File: src/rtl/core/h2v_pkg.sv
package h2v_pkg;

    // angle and datapath widths
    localparam int VEC_W   = 37;  // vectoring x/y, position deltas shifted up by 16
    localparam int ROT_W   = 35;  // rotation x/y, speed times gain with 16 fraction bits
    localparam int ANG_W   = 30;  // internal angle, degrees with 20 fraction bits
    localparam int MAX_STAGES = 24;

    // compass constants, degrees with 7 fraction bits
    localparam int TURN_Q7 = 46080;
    localparam int DEG90_Q7  = 11520;
    localparam int DEG180_Q7 = 23040;
    localparam int DEG270_Q7 = 34560;

    // cordic gain in Q30
    localparam longint GAIN_Q30 = 652032874;

    // arctangent of 2^-i, degrees with 20 fraction bits
    localparam longint ATAN_TAB [0:MAX_STAGES-1] = '{
        47185920, 27855475, 14718068, 7471121, 3750058, 1876857, 938658, 469357,
        234682, 117342, 58671, 29335, 14668, 7334, 3667, 1833,
        917, 458, 229, 115, 57, 29, 14, 7
    };

    // vectoring cell datapath
    typedef struct packed {
        logic signed [VEC_W-1:0] u;
        logic signed [VEC_W-1:0] v;
        logic signed [ANG_W-1:0] z;
    } vec_data_t;

    // request fields riding along the vectoring chain
    typedef struct packed {
        logic               mode;
        logic [15:0]        speed;
        logic signed [17:0] offset;
        logic signed [18:0] hsum;
        logic               special;
        logic [15:0]        spec_val;
        logic               turned;
    } vec_side_t;

    // rotation cell datapath
    typedef struct packed {
        logic signed [ROT_W-1:0] x;
        logic signed [ROT_W-1:0] y;
        logic signed [ANG_W-1:0] z;
    } rot_data_t;

    // fields riding along the rotation chain
    typedef struct packed {
        logic [15:0] heading;
        logic        flip;
    } rot_side_t;

endpackage

File: src/rtl/core/h2v_vec_cell.sv
module h2v_vec_cell #(
    parameter int STAGE = 0
) (
    input  logic                  clk,
    input  logic                  rst_n,
    input  logic                  en,
    input  logic                  in_valid,
    input  h2v_pkg::vec_data_t    in_data,
    input  h2v_pkg::vec_side_t    in_side,
    output logic                  out_valid,
    output h2v_pkg::vec_data_t    out_data,
    output h2v_pkg::vec_side_t    out_side
);

    localparam logic signed [h2v_pkg::ANG_W-1:0] ATAN =
        h2v_pkg::ANG_W'(h2v_pkg::ATAN_TAB[STAGE]);

    logic                 valid_reg;
    h2v_pkg::vec_data_t   data_reg;
    h2v_pkg::vec_data_t   data_next;
    h2v_pkg::vec_side_t   side_reg;

    // one micro-rotation driving v toward zero
    always_comb
    begin
        if (in_data.v > 0)
        begin
            data_next.u = in_data.u + (in_data.v >>> STAGE);
            data_next.v = in_data.v - (in_data.u >>> STAGE);
            data_next.z = in_data.z + ATAN;
        end
        else
        begin
            data_next.u = in_data.u - (in_data.v >>> STAGE);
            data_next.v = in_data.v + (in_data.u >>> STAGE);
            data_next.z = in_data.z - ATAN;
        end
    end

    // valid bit
    always_ff @(posedge clk or negedge rst_n)
    begin
        if (!rst_n)
            valid_reg <= 1'b0;
        else if (en)
            valid_reg <= in_valid;
    end

    // payload
    always_ff @(posedge clk)
    begin
        if (en)
        begin
            data_reg <= data_next;
            side_reg <= in_side;
        end
    end

    assign out_valid = valid_reg;
    assign out_data  = data_reg;
    assign out_side  = side_reg;

endmodule

File: config.mk
export PLATFORM = sky130hd
export DESIGN_NAME = h2v_vec_cell
export DESIGN_NICKNAME = d
export VERILOG_FILES = /design/src/rtl/core/h2v_pkg.sv /design/src/rtl/core/h2v_vec_cell.sv
export SDC_FILE = /design/constraint.sdc
export NUM_CORES = 1
export LEC_CHECK = 0
export ABC_AREA = 1
export BUFFER_PORTS_ARGS = -buffer_cell sky130_fd_sc_hd__clkbuf_2
export CAP_MARGIN = 40
export CELL_PAD_IN_SITES_DETAIL_PLACEMENT = 1
export CELL_PAD_IN_SITES_GLOBAL_PLACEMENT = 1
export CORE_MARGIN = 2
export CORE_UTILIZATION = 35
export CTS_CLUSTER_DIAMETER = 200
export DETAILED_ROUTE_END_ITERATION = 16
export PLACE_DENSITY = 0.81
export SLEW_MARGIN = 20
export SYNTH_ARGS = -nofsm -noshare
export SYNTH_HDL_FRONTEND = slang
export SYNTH_SLANG_ARGS = --single-unit
File: constraint.sdc
create_clock -name clk -period 0.8 [get_ports clk]
set_input_delay 0.12 -clock clk [delete_from_list [all_inputs] [get_ports clk]]
set_output_delay 0.12 -clock clk [all_outputs]
set_load 0.05 [all_outputs]
==> results of run 1 <==
-- per-layer routing --
metal | track usage | overflow
met1 | 0.8231 | 9
met2 | 1.064 | 822
met3 | 0.6673 | 15
met4 | 0.9669 | 321
met5 | 0.2810 | 2
-- logic make-up after synthesis --
| group | synth area share |
|---|---|
| and+or+nand+nor | 0.2751 |
| buffers and inverters | 0.09590 |
| AOI/OAI and AO/OA | 0.1094 |
| DFF | 0.3782 |
| adders and majority gates | 0.1097 |
| xor gates and xnor gates | 0.03012 |
| muxes | 0.001524 |
-- synth_stat cells (2+ instances only) --
library cell,number
sky130_fd_sc_hd__buf_6,8
sky130_fd_sc_hd__nor2_2,20
sky130_fd_sc_hd__nor4_1,3
sky130_fd_sc_hd__nand3_2,7
sky130_fd_sc_hd__nand4_1,12
sky130_fd_sc_hd__clkbuf_1,3
sky130_fd_sc_hd__o21bai_1,13
sky130_fd_sc_hd__nor4_2,2
sky130_fd_sc_hd__inv_2,13
sky130_fd_sc_hd__buf_4,24
sky130_fd_sc_hd__edfxtp_1,175
sky130_fd_sc_hd__o21ai_1,19
sky130_fd_sc_hd__nand3_1,150
sky130_fd_sc_hd__a21oi_1,128
sky130_fd_sc_hd__inv_1,248
sky130_fd_sc_hd__nand2_1,540
sky130_fd_sc_hd__clkinv_1,2
sky130_fd_sc_hd__o211ai_1,2
sky130_fd_sc_hd__a21o_1,12
sky130_fd_sc_hd__a21oi_2,5
sky130_fd_sc_hd__o21ai_0,88
sky130_fd_sc_hd__xnor2_1,5
sky130_fd_sc_hd__ha_1,116
sky130_fd_sc_hd__xor2_1,43
sky130_fd_sc_hd__buf_2,14
sky130_fd_sc_hd__nor2_1,141
sky130_fd_sc_hd__a31oi_1,3
sky130_fd_sc_hd__nor3_1,12
sky130_fd_sc_hd__o211ai_2,2
sky130_fd_sc_hd__nand2_2,14
sky130_fd_sc_hd__fa_1,4
sky130_fd_sc_hd__or2_2,2
sky130_fd_sc_hd__a21boi_0,4
-- per-stage QoR --
step / instance area (um^2) / hold WS, ps / setup TNS (ps) / instances / utilization
3_3_place_gp: 20460 / -105.0 / -130270 / 3061 / 0.5174
3_5_place_dp: 20460 / -103.4 / -135290 / 3061 / 0.5174
4_1_cts: 25860 / 23.47 / -136820 / 3251 / 0.6539
2_1_floorplan: 15430 / -175.6 / -63480 / 1848 / -
-- timing repair --
item                                   4_1_cts
hold buffers                                95
gates cloned                                 3
setup endpoints to repair                  258
endpoints found under the hold margin       94
gates resized for setup                    793
buffers inserted                            62
pin swaps                                  143
==> reports/metrics.sh, run 1 <==
TOTAL_HALF_PERIMETER_WIRELENGTH_AFTER_LEGALIZATION_AND_DETAILED_PLACEMENT_UM=54810
ERROR_LINE='[ERROR GRT-0232] Routing congestion too high. Check the congestion heatmap in the GUI.'
GLOBALROUTE.REPAIR_TIMING.WORST_ENDPOINT='out_data[28]$_DFFE_PP_/D'
SYNTH.AREA.TOP_CELLS='sky130_fd_sc_hd__edfxtp_1, sky130_fd_sc_hd__nand2_1, sky130_fd_sc_hd__ha_1'
YOSYSWARNINGS=0
ROWS=73
SYNTH_FP_NETS=2148
MAXIMUM_NUMBER_OF_PINS_ON_ONE_NET_BEFORE_GLOBAL_ROUTE_REPAIR=41
CLOCK_TREE.BUFFER_DEPTH=2
GP_ROUTABILITY_CONGESTION=1.001
OUTCOME='did not finish'
CLOCK-ROOT-BUFFER='sky130_fd_sc_hd__clkbuf_16'
SYNTH.YOSYS.SEQ_AREA_SHARE=0.3782
YOSYSUNIQUECELLTYPES=47
POSTSYNTHCELLCOUNT=1848
GRT_USE_TOTAL=0.8611
SYNTH_FLOP_CELL='sky130_fd_sc_hd__edfxtp_1'
CTS_BUF_COUNT=17
DIE_HEIGHT_UM=203.7
POSTSYNTHAREAPERCELL_UM2=7.554
PRECTSSETUPSLACK_PS=-1742
CTS_NUM_SINKS=176
POST-SYNTH-TOP-AREA-CELL='sky130_fd_sc_hd__edfxtp_1'
PORT_BUFFERS=356
LASTSTAGE='global routing (5_1_grt)'
GLOBAL_ROUTE.OVERFLOW_TOTAL=1169
IOPINCOUNT=357
INITIAL_UTILIZATION=0.3530
SYNTH-SEQ-CELLS=176
SYNTH_TOP_AREA_SHARE=0.3764
SYNTH-EDFF-COUNT=175
HTREE_LEVELS=4
FLOORPLAN.DIE.WIDTH_UM=203.7
MAPPEDNETLISTAREA_UM2=13960
ASYNC_FLOP_SHARE=0.005682
ENDPOINT_TYPE='register data pin'
==> run 2: changes to the inputs <==
- CELL_PAD_IN_SITES_DETAIL_PLACEMENT: 1 -> default
- CELL_PAD_IN_SITES_GLOBAL_PLACEMENT: 1 -> default
- CORE_UTILIZATION: 35 -> 40
- CTS_CLUSTER_DIAMETER: 200 -> default
- PLACE_DENSITY: 0.81 -> default
- PLACE_DENSITY_LB_ADDON: default -> 0.15
- clock period: 0.8 -> 1 ns (I/O delays scaled with it)
==> run 2 against run 1 <==
  * The flow now finishes, with violations (setup timing)
  * Synthesized cell count unchanged
  * Area after synthesis unchanged
==> reports/metrics.sh, run 2 <==
TIMING.CRITICAL_PATH.FROM_TYPE='input pin'
DETAIL_ROUTE.VIAS_PER_CELL=5.523
REGAREA_UM2=5280
SYNTH.AREA.TOP_CELLS='sky130_fd_sc_hd__edfxtp_1, sky130_fd_sc_hd__nand2_1, sky130_fd_sc_hd__ha_1'
GLOBAL_ROUTE.OVERFLOW_TOTAL=0
TIMING.CRITICAL_PATH.ARRIVAL_PS=2330
CLOCK_TREE_FROM_TRITONCTS='done'
ROWS=68
POWER.TOTAL_uW=35080
SYNTH-EDFF-COUNT=175
GRT_USE_TOTAL=0.3679
RSZ0062_AT_GRT='yes'
DP.CELLS=2997
POSTPLACECELLAREA_UM2=20430
ANTENNA_LEFT=0
DRV_SLEW=0
VIOLATIONS='setup timing'
SYNTH_FP_NETS=2148
OUTCOME='complete, but fails checks'
CAP_VIOLATIONS=0
GP_ROUTABILITY_CONGESTION=0.9850
ROUTE.DETAILED.WL_PER_INST_UM=23.71
FLOORPLAN.DIE.WIDTH_UM=190.8
NUM-FILL-CELLS=2097
POST-SYNTH-TOP-AREA-CELL='sky130_fd_sc_hd__edfxtp_1'
FINAL_COMMON_CELL='sky130_fd_sc_hd__buf_4'
POSTSYNTHCELLCOUNT=1848
PORT_BUFFERS=356
FINISH.NET_COUNT=3056
DRT_PRE_ANTENNA_ITERS=6
CLOCK-ROOT-BUFFER='sky130_fd_sc_hd__clkbuf_16'
CLOCK_TREE.BUFFER_DEPTH=2
CLK_PIN_SLEW_WORST_PATHS_PS=80
STDCELL_COUNT=3228
WORST_PIN_SLEW_PS=495.7
FLOW.AREA_GROWTH_FROM_SYNTHESIS_PCT=95.49
LAYOUT_WORST_PATH_CYCLE_SHARE=2.119
FIRST_GLOBAL_VIAS=17119
POST-ROUTE-WORST-SETUP-SLACK_PS=-1119
TIMING.CRITICAL_PATH.CELLS='clkbuf_16 > nor4_4 > nand3_4 > nor2_4 > nor2_4 > buf_12 > ha_4 > a21oi_4 > o21ai_2 > a21oi_2 > nor2_2 > nor2_1 > xnor2_1'
SYNTH.CELLS.MOST_FREQUENT='sky130_fd_sc_hd__nand2_1, sky130_fd_sc_hd__inv_1, sky130_fd_sc_hd__edfxtp_1'
YOSYSMOSTFREQUENTCELL='sky130_fd_sc_hd__nand2_1'
MULTI_INPUT_GATE_AREA_IN_THE_FINAL_LAYOUT_UM2=10650
IOPINCOUNT=357
HTREE_LEVELS=4
POWER_DENSITY_nW_PER_UM2=1285
HOLD_VIOLATIONS=0
MIN-DELAY-PATH-CLASS='input pin to asynchronous set/reset pin'
CTS_BUF_COUNT=17
GLOBAL_ROUTE_WIRE_LENGTH_BEFORE_REPAIR_UM=99770
FP.COREAREA_UM2=34460
POSTSYNTHAREAPERCELL_UM2=7.554
CRIT_TOP_CELL='sky130_fd_sc_hd__nor2_4'
TIMING.CRITICAL_PATH.SLOWEST_CELL_DELAY_PS=390
SYNTH_FLOP_CELL='sky130_fd_sc_hd__edfxtp_1'
CTS_NUM_SINKS=176
CP.REQUIRED_PS=1210
SYNTH.YOSYS.SEQ_AREA_SHARE=0.3782
FINALSETUPVIOLCOUNT=259
FINAL_CELL_MIX='sky130_fd_sc_hd__buf_4, sky130_fd_sc_hd__nand2_1, sky130_fd_sc_hd__inv_1'
DRTITER0DRC=1657
MAXIMUM_NUMBER_OF_PINS_ON_ONE_NET_BEFORE_GLOBAL_ROUTE_REPAIR=46
WORST-PATH-MAX-FANOUT=5
DRIVE_GT1_FRAC=0.5522
YOSYSWARNINGS=0
FINAL_CELL_AREA_UM2=27290
WORST_IR_DROP_VDD_uV=1268
DRC_ERRORS=0
YOSYSUNIQUECELLTYPES=47
FINALWIRELENGTH_UM=76540
FINALCRITICALPERIOD_PS=2119
WORST_SETUP_PATH_END_KIND='register'
TOTAL_HALF_PERIMETER_WIRELENGTH_AFTER_LEGALIZATION_AND_DETAILED_PLACEMENT_UM=49160
WORST_CLOCK_SKEW_PS=0
ASYNC_FLOP_SHARE=0.005682
CRIT_SLOWEST_CELL='sky130_fd_sc_hd__nor4_4'
MAPPEDNETLISTAREA_UM2=13960
DIE_AREA_UM2=36410
POWER.LEAKAGE_uW=0.01288
WORSTSKEWPAIRLATENCY_PS=450
DIE_HEIGHT_UM=190.8
SYNTH-SEQ-CELLS=176
VIAS=17827
LARGEST_REG_FLOPS=103
FMAX_MHz=472.0
ANTENNA_VIOLATIONS_BEFORE_REPAIR=4
SYNTH_TOP_AREA_SHARE=0.3764
TIMING.SLEW.HEADROOM=0.6695
WORST_SETUP_PATH_TYPE='input pin to register'
INITIAL_UTILIZATION=0.4051
-- run 2: cell counts after synthesis --
Identical to the previous run, type by type.
-- run 2: worst max-delay path: cells and delay by family --
family          cells  cell delay [ps]
xor+xnor            1              100
fa+ha+maj           1              280
buf+inv             2              290
simple gates        6             1020
compound gates      3              460
-- run 2: metal layers --
| metal | share of wire | global-route usage | vias up |
|---|---|---|---|
| met2 | 0.46 | 0.6226 | 1204 |
| met3 | 0.11 | 0.06680 | 350 |
| met5 | 0 | 0 | - |
| li1 | - | - | 7844 |
| met1 | 0.37 | 0.4542 | 8429 |
| met4 | 0.063 | 0.1705 | 0 |
-- run 2: where the power goes --
part / switching [uW] / leakage (uW) / internal [uW]
Sequential: 621 / 0.00172 / 9170
Clock: 3650 / 0.000275 / 3320
Combinational: 10600 / 0.0109 / 7680
-- run 2: final timing paths --
path                            cells past startpoint   startpoint  slack [ps]            to
worst max-delay path                               13  in_data[32]       -1120  out_data[27]
worst max register to register                      3    out_valid         -50     out_valid
worst min register to register                      3    out_valid         780     out_valid
worst min-delay path                                2        rst_n          20     out_valid
max in group asynchronous                           2        rst_n         890     out_valid
min in group clk                                    1           en          70  out_side[61]
-- run 2: timing repair --
action,CTS,global route
gates cloned,0,1
buffers inserted,58,50
gates resized for setup,832,314
hold buffers,94,0
pin swaps,199,142
endpoints found under the hold margin,94,0
setup endpoints to repair,258,258
-- run 2: area by class of cell --
| type | count | share of cell area |
|---|---|---|
| Clock buffer | 17 | 0.01559 |
| Clock inverter | 15 | 0.005364 |
| Tap cell | 455 | 0.02086 |
| Timing Repair Buffer | 938 | 0.3298 |
| Antenna cell | 4 | 0.0003668 |
| Sequential cell | 176 | 0.1935 |
| Multi-Input combinational cell | 1360 | 0.3904 |
| Inverter | 263 | 0.04415 |
-- run 2: per-stage QoR --
stage / TNS, ps / utilization / hold WS (ps) / worst slack [ps]
global route: -109330 / 0.7920 / 18.78 / -1127
CTS: -84800 / 0.7517 / 16.73 / -911.3
global placement: -104930 / 0.5930 / -74.51 / -1567
finish: -103070 / 0.7920 / 23.90 / -1119
detailed placement: -106890 / 0.5930 / -73.19 / -1591
floorplan: -49440 / - / -145.6 / -966.4
-- run 2: kinds of logic after synthesis --
logic type / share of synthesized area
xor+xnor: 0.03012
simple gates: 0.2751
compound gates: 0.1094
mux: 0.001524
buf+inv: 0.09590
flops: 0.3782
fa+ha+maj: 0.1097
Power figures use the tool's default switching activity.
==> run 3: changes to the inputs <==
- SKIP_CTS_REPAIR_TIMING: default -> 1
==> run 3 against run 2 <==
  * The run still ends with setup timing left
  * Via count decreased by 7.2%
  * Non-clock buffer count decreased by 50
  * Clock skew unchanged
  * Register-to-register slack improved by 240 ps
  * Clock power decreased by 3.3%
  * Flip-flop and latch count unchanged
  * Sequential power decreased by 1%
  * Maximum frequency increased by 2.0%
  * Clock-buffer cell count unchanged
  * First-iteration DRC count decreased by 27%
  * Hold slack improved by 10 ps
  * Largest cell class unchanged
  * Largest power group unchanged
==> reports/metrics.sh, run 3 (synthesized netlist as in run 2, its figures left out) <==
FINAL_COMMON_CELL='sky130_fd_sc_hd__nand2_1'
FINISH.NET_COUNT=3006
FIRST_GLOBAL_VIAS=14725
DETAIL_ROUTE.VIAS_PER_CELL=5.205
POWER.LEAKAGE_uW=0.01205
WORSTSKEWPAIRLATENCY_PS=450
OUTCOME='complete, but fails checks'
DRV_SLEW=0
DRT_PRE_ANTENNA_ITERS=5
ROUTE.DETAILED.WL_PER_INST_UM=20.86
IOPINCOUNT=357
DIE_AREA_UM2=36410
CLK_PIN_SLEW_WORST_PATHS_PS=70
CLOCK-ROOT-BUFFER='sky130_fd_sc_hd__clkbuf_16'
PORT_BUFFERS=356
POWER.TOTAL_uW=32940
WORST_IR_DROP_VDD_uV=1207
VIOLATIONS='setup timing'
CLOCK_TREE_FROM_TRITONCTS='done'
DP.CELLS=2997
FMAX_MHz=481.4
FINAL_CELL_MIX='sky130_fd_sc_hd__nand2_1, sky130_fd_sc_hd__buf_4, sky130_fd_sc_hd__buf_6'
TOTAL_HALF_PERIMETER_WIRELENGTH_AFTER_LEGALIZATION_AND_DETAILED_PLACEMENT_UM=49160
CLOCK_TREE.BUFFER_DEPTH=2
MIN-DELAY-PATH-CLASS='input pin to asynchronous set/reset pin'
DRTITER0DRC=1204
POSTPLACECELLAREA_UM2=20430
ROWS=68
WORST_CLOCK_SKEW_PS=0
INITIAL_UTILIZATION=0.4051
TIMING.CRITICAL_PATH.ARRIVAL_PS=2270
ANTENNA_VIOLATIONS_BEFORE_REPAIR=3
ANTENNA_LEFT=0
STDCELL_COUNT=3177
FINAL_CELL_AREA_UM2=25550
FINALWIRELENGTH_UM=66280
WORST-PATH-MAX-FANOUT=5
SETUP_TNS_PS=-86500
DRIVE_GT1_FRAC=0.5178
FLOORPLAN.DIE.WIDTH_UM=190.8
DRC_ERRORS=0
DIE_HEIGHT_UM=190.8
TIMING.SLEW.HEADROOM=0.6975
LARGEST_REG_FLOPS=103
TIMING.CRITICAL_PATH.FROM_TYPE='input pin'
FINALCRITICALPERIOD_PS=2077
GLOBAL_ROUTE.OVERFLOW_TOTAL=0
GLOBAL_ROUTE_WIRE_LENGTH_BEFORE_REPAIR_UM=83990
HOLD_VIOLATIONS=0
CP.REQUIRED_PS=1190
WORST_SETUP_PATH_TYPE='input pin to register'
FINALSETUPVIOLCOUNT=258
WORST_SETUP_PATH_END_KIND='register'
RSZ0062_AT_GRT='yes'
FP.COREAREA_UM2=34460
R2R_START='out_valid'
FF_TO_FF_SETUP_SLACK_PS=190
CTS_NUM_SINKS=176
VIAS=16537
LAYOUT_WORST_PATH_CYCLE_SHARE=2.077
REG2REG_DEPTH=1
FLOW.AREA_GROWTH_FROM_SYNTHESIS_PCT=83.04
TIMING.RR.END='out_valid'
HTREE_LEVELS=4
CAP_VIOLATIONS=0
POST-ROUTE-WORST-SETUP-SLACK_PS=-1077
GRT_USE_TOTAL=0.3092
NUM-FILL-CELLS=2457
POWER_DENSITY_nW_PER_UM2=1289
MAXIMUM_NUMBER_OF_PINS_ON_ONE_NET_BEFORE_GLOBAL_ROUTE_REPAIR=46
GP_ROUTABILITY_CONGESTION=0.9850
WORST_PIN_SLEW_PS=453.7
CTS_BUF_COUNT=17
[run 3: cell type report]
| class | instances | area (um^2) | share of cell area |
|---|---|---|---|
| multi-input cells | 1360 | 10070 | 0.3941 |
| repair buffers | 888 | 7874 | 0.3081 |
| flip-flops and latches | 176 | 5280 | 0.2066 |
| inverters | 263 | 1180 | 0.04618 |
| well taps | 455 | 569.3 | 0.02228 |
| clock buffers | 17 | 425.4 | 0.01665 |
| clock inverters | 15 | 146.4 | 0.005729 |
| diodes | 3 | 7.507 | 0.0002938 |
[run 3: critical path: stages]
cell and delay [ps]:
sky130_fd_sc_hd__buf_6 100, sky130_fd_sc_hd__inv_6 60, sky130_fd_sc_hd__nand4_1 170, sky130_fd_sc_hd__nor2_1 140, sky130_fd_sc_hd__nand3_1 120, sky130_fd_sc_hd__nor2_4 180
sky130_fd_sc_hd__nor2_4 80, sky130_fd_sc_hd__buf_12 150, sky130_fd_sc_hd__ha_4 270, sky130_fd_sc_hd__a21oi_4 170, sky130_fd_sc_hd__o21ai_4 100, sky130_fd_sc_hd__a21oi_1 160
sky130_fd_sc_hd__nor2_1 70, sky130_fd_sc_hd__nor2_1 190, sky130_fd_sc_hd__xnor2_1 130
[run 3: routing by layer]
metal  routed length (um)  track usage  vias to the layer above
li1                     -            -                     7739
met2                30990       0.5052                      820
met5                    0            0                        -
met3                 5373      0.04693                      158
met4                 2935       0.1052                        0
met1                26980       0.4169                     7820
[run 3: worst max-delay path by stage]
stage | start | to | depth (start not counted)
2_1_floorplan | in_data[31] | out_data[27] | 13
3_3_place_gp | in_data[30] | out_data[26] | 16
3_5_place_dp | in_data[30] | out_data[29] | 16
4_1_cts | in_data[30] | out_data[29] | 16
5_1_grt | in_data[38] | out_data[26] | 15
6_report | in_data[38] | out_data[26] | 15
[run 3: stage by stage]
stage | setup WS [ps] | utilization | hold slack (ps)
after floorplan | -966.4 | - | -145.6
after global placement | -1567 | 0.5930 | -74.51
after detailed placement | -1591 | 0.5930 | -73.19
after CTS | -1125 | 0.6096 | -542.8
after global routing | -1172 | 0.7415 | 35.31
final | -1077 | 0.7415 | 33.89
[run 3: power breakdown]
group	internal [uW]	switching [uW]	total [uW]
combinational	6730	9790	16500
sequential	9160	505	9670
clock	3320	3430	6750
total	19200	13700	32900
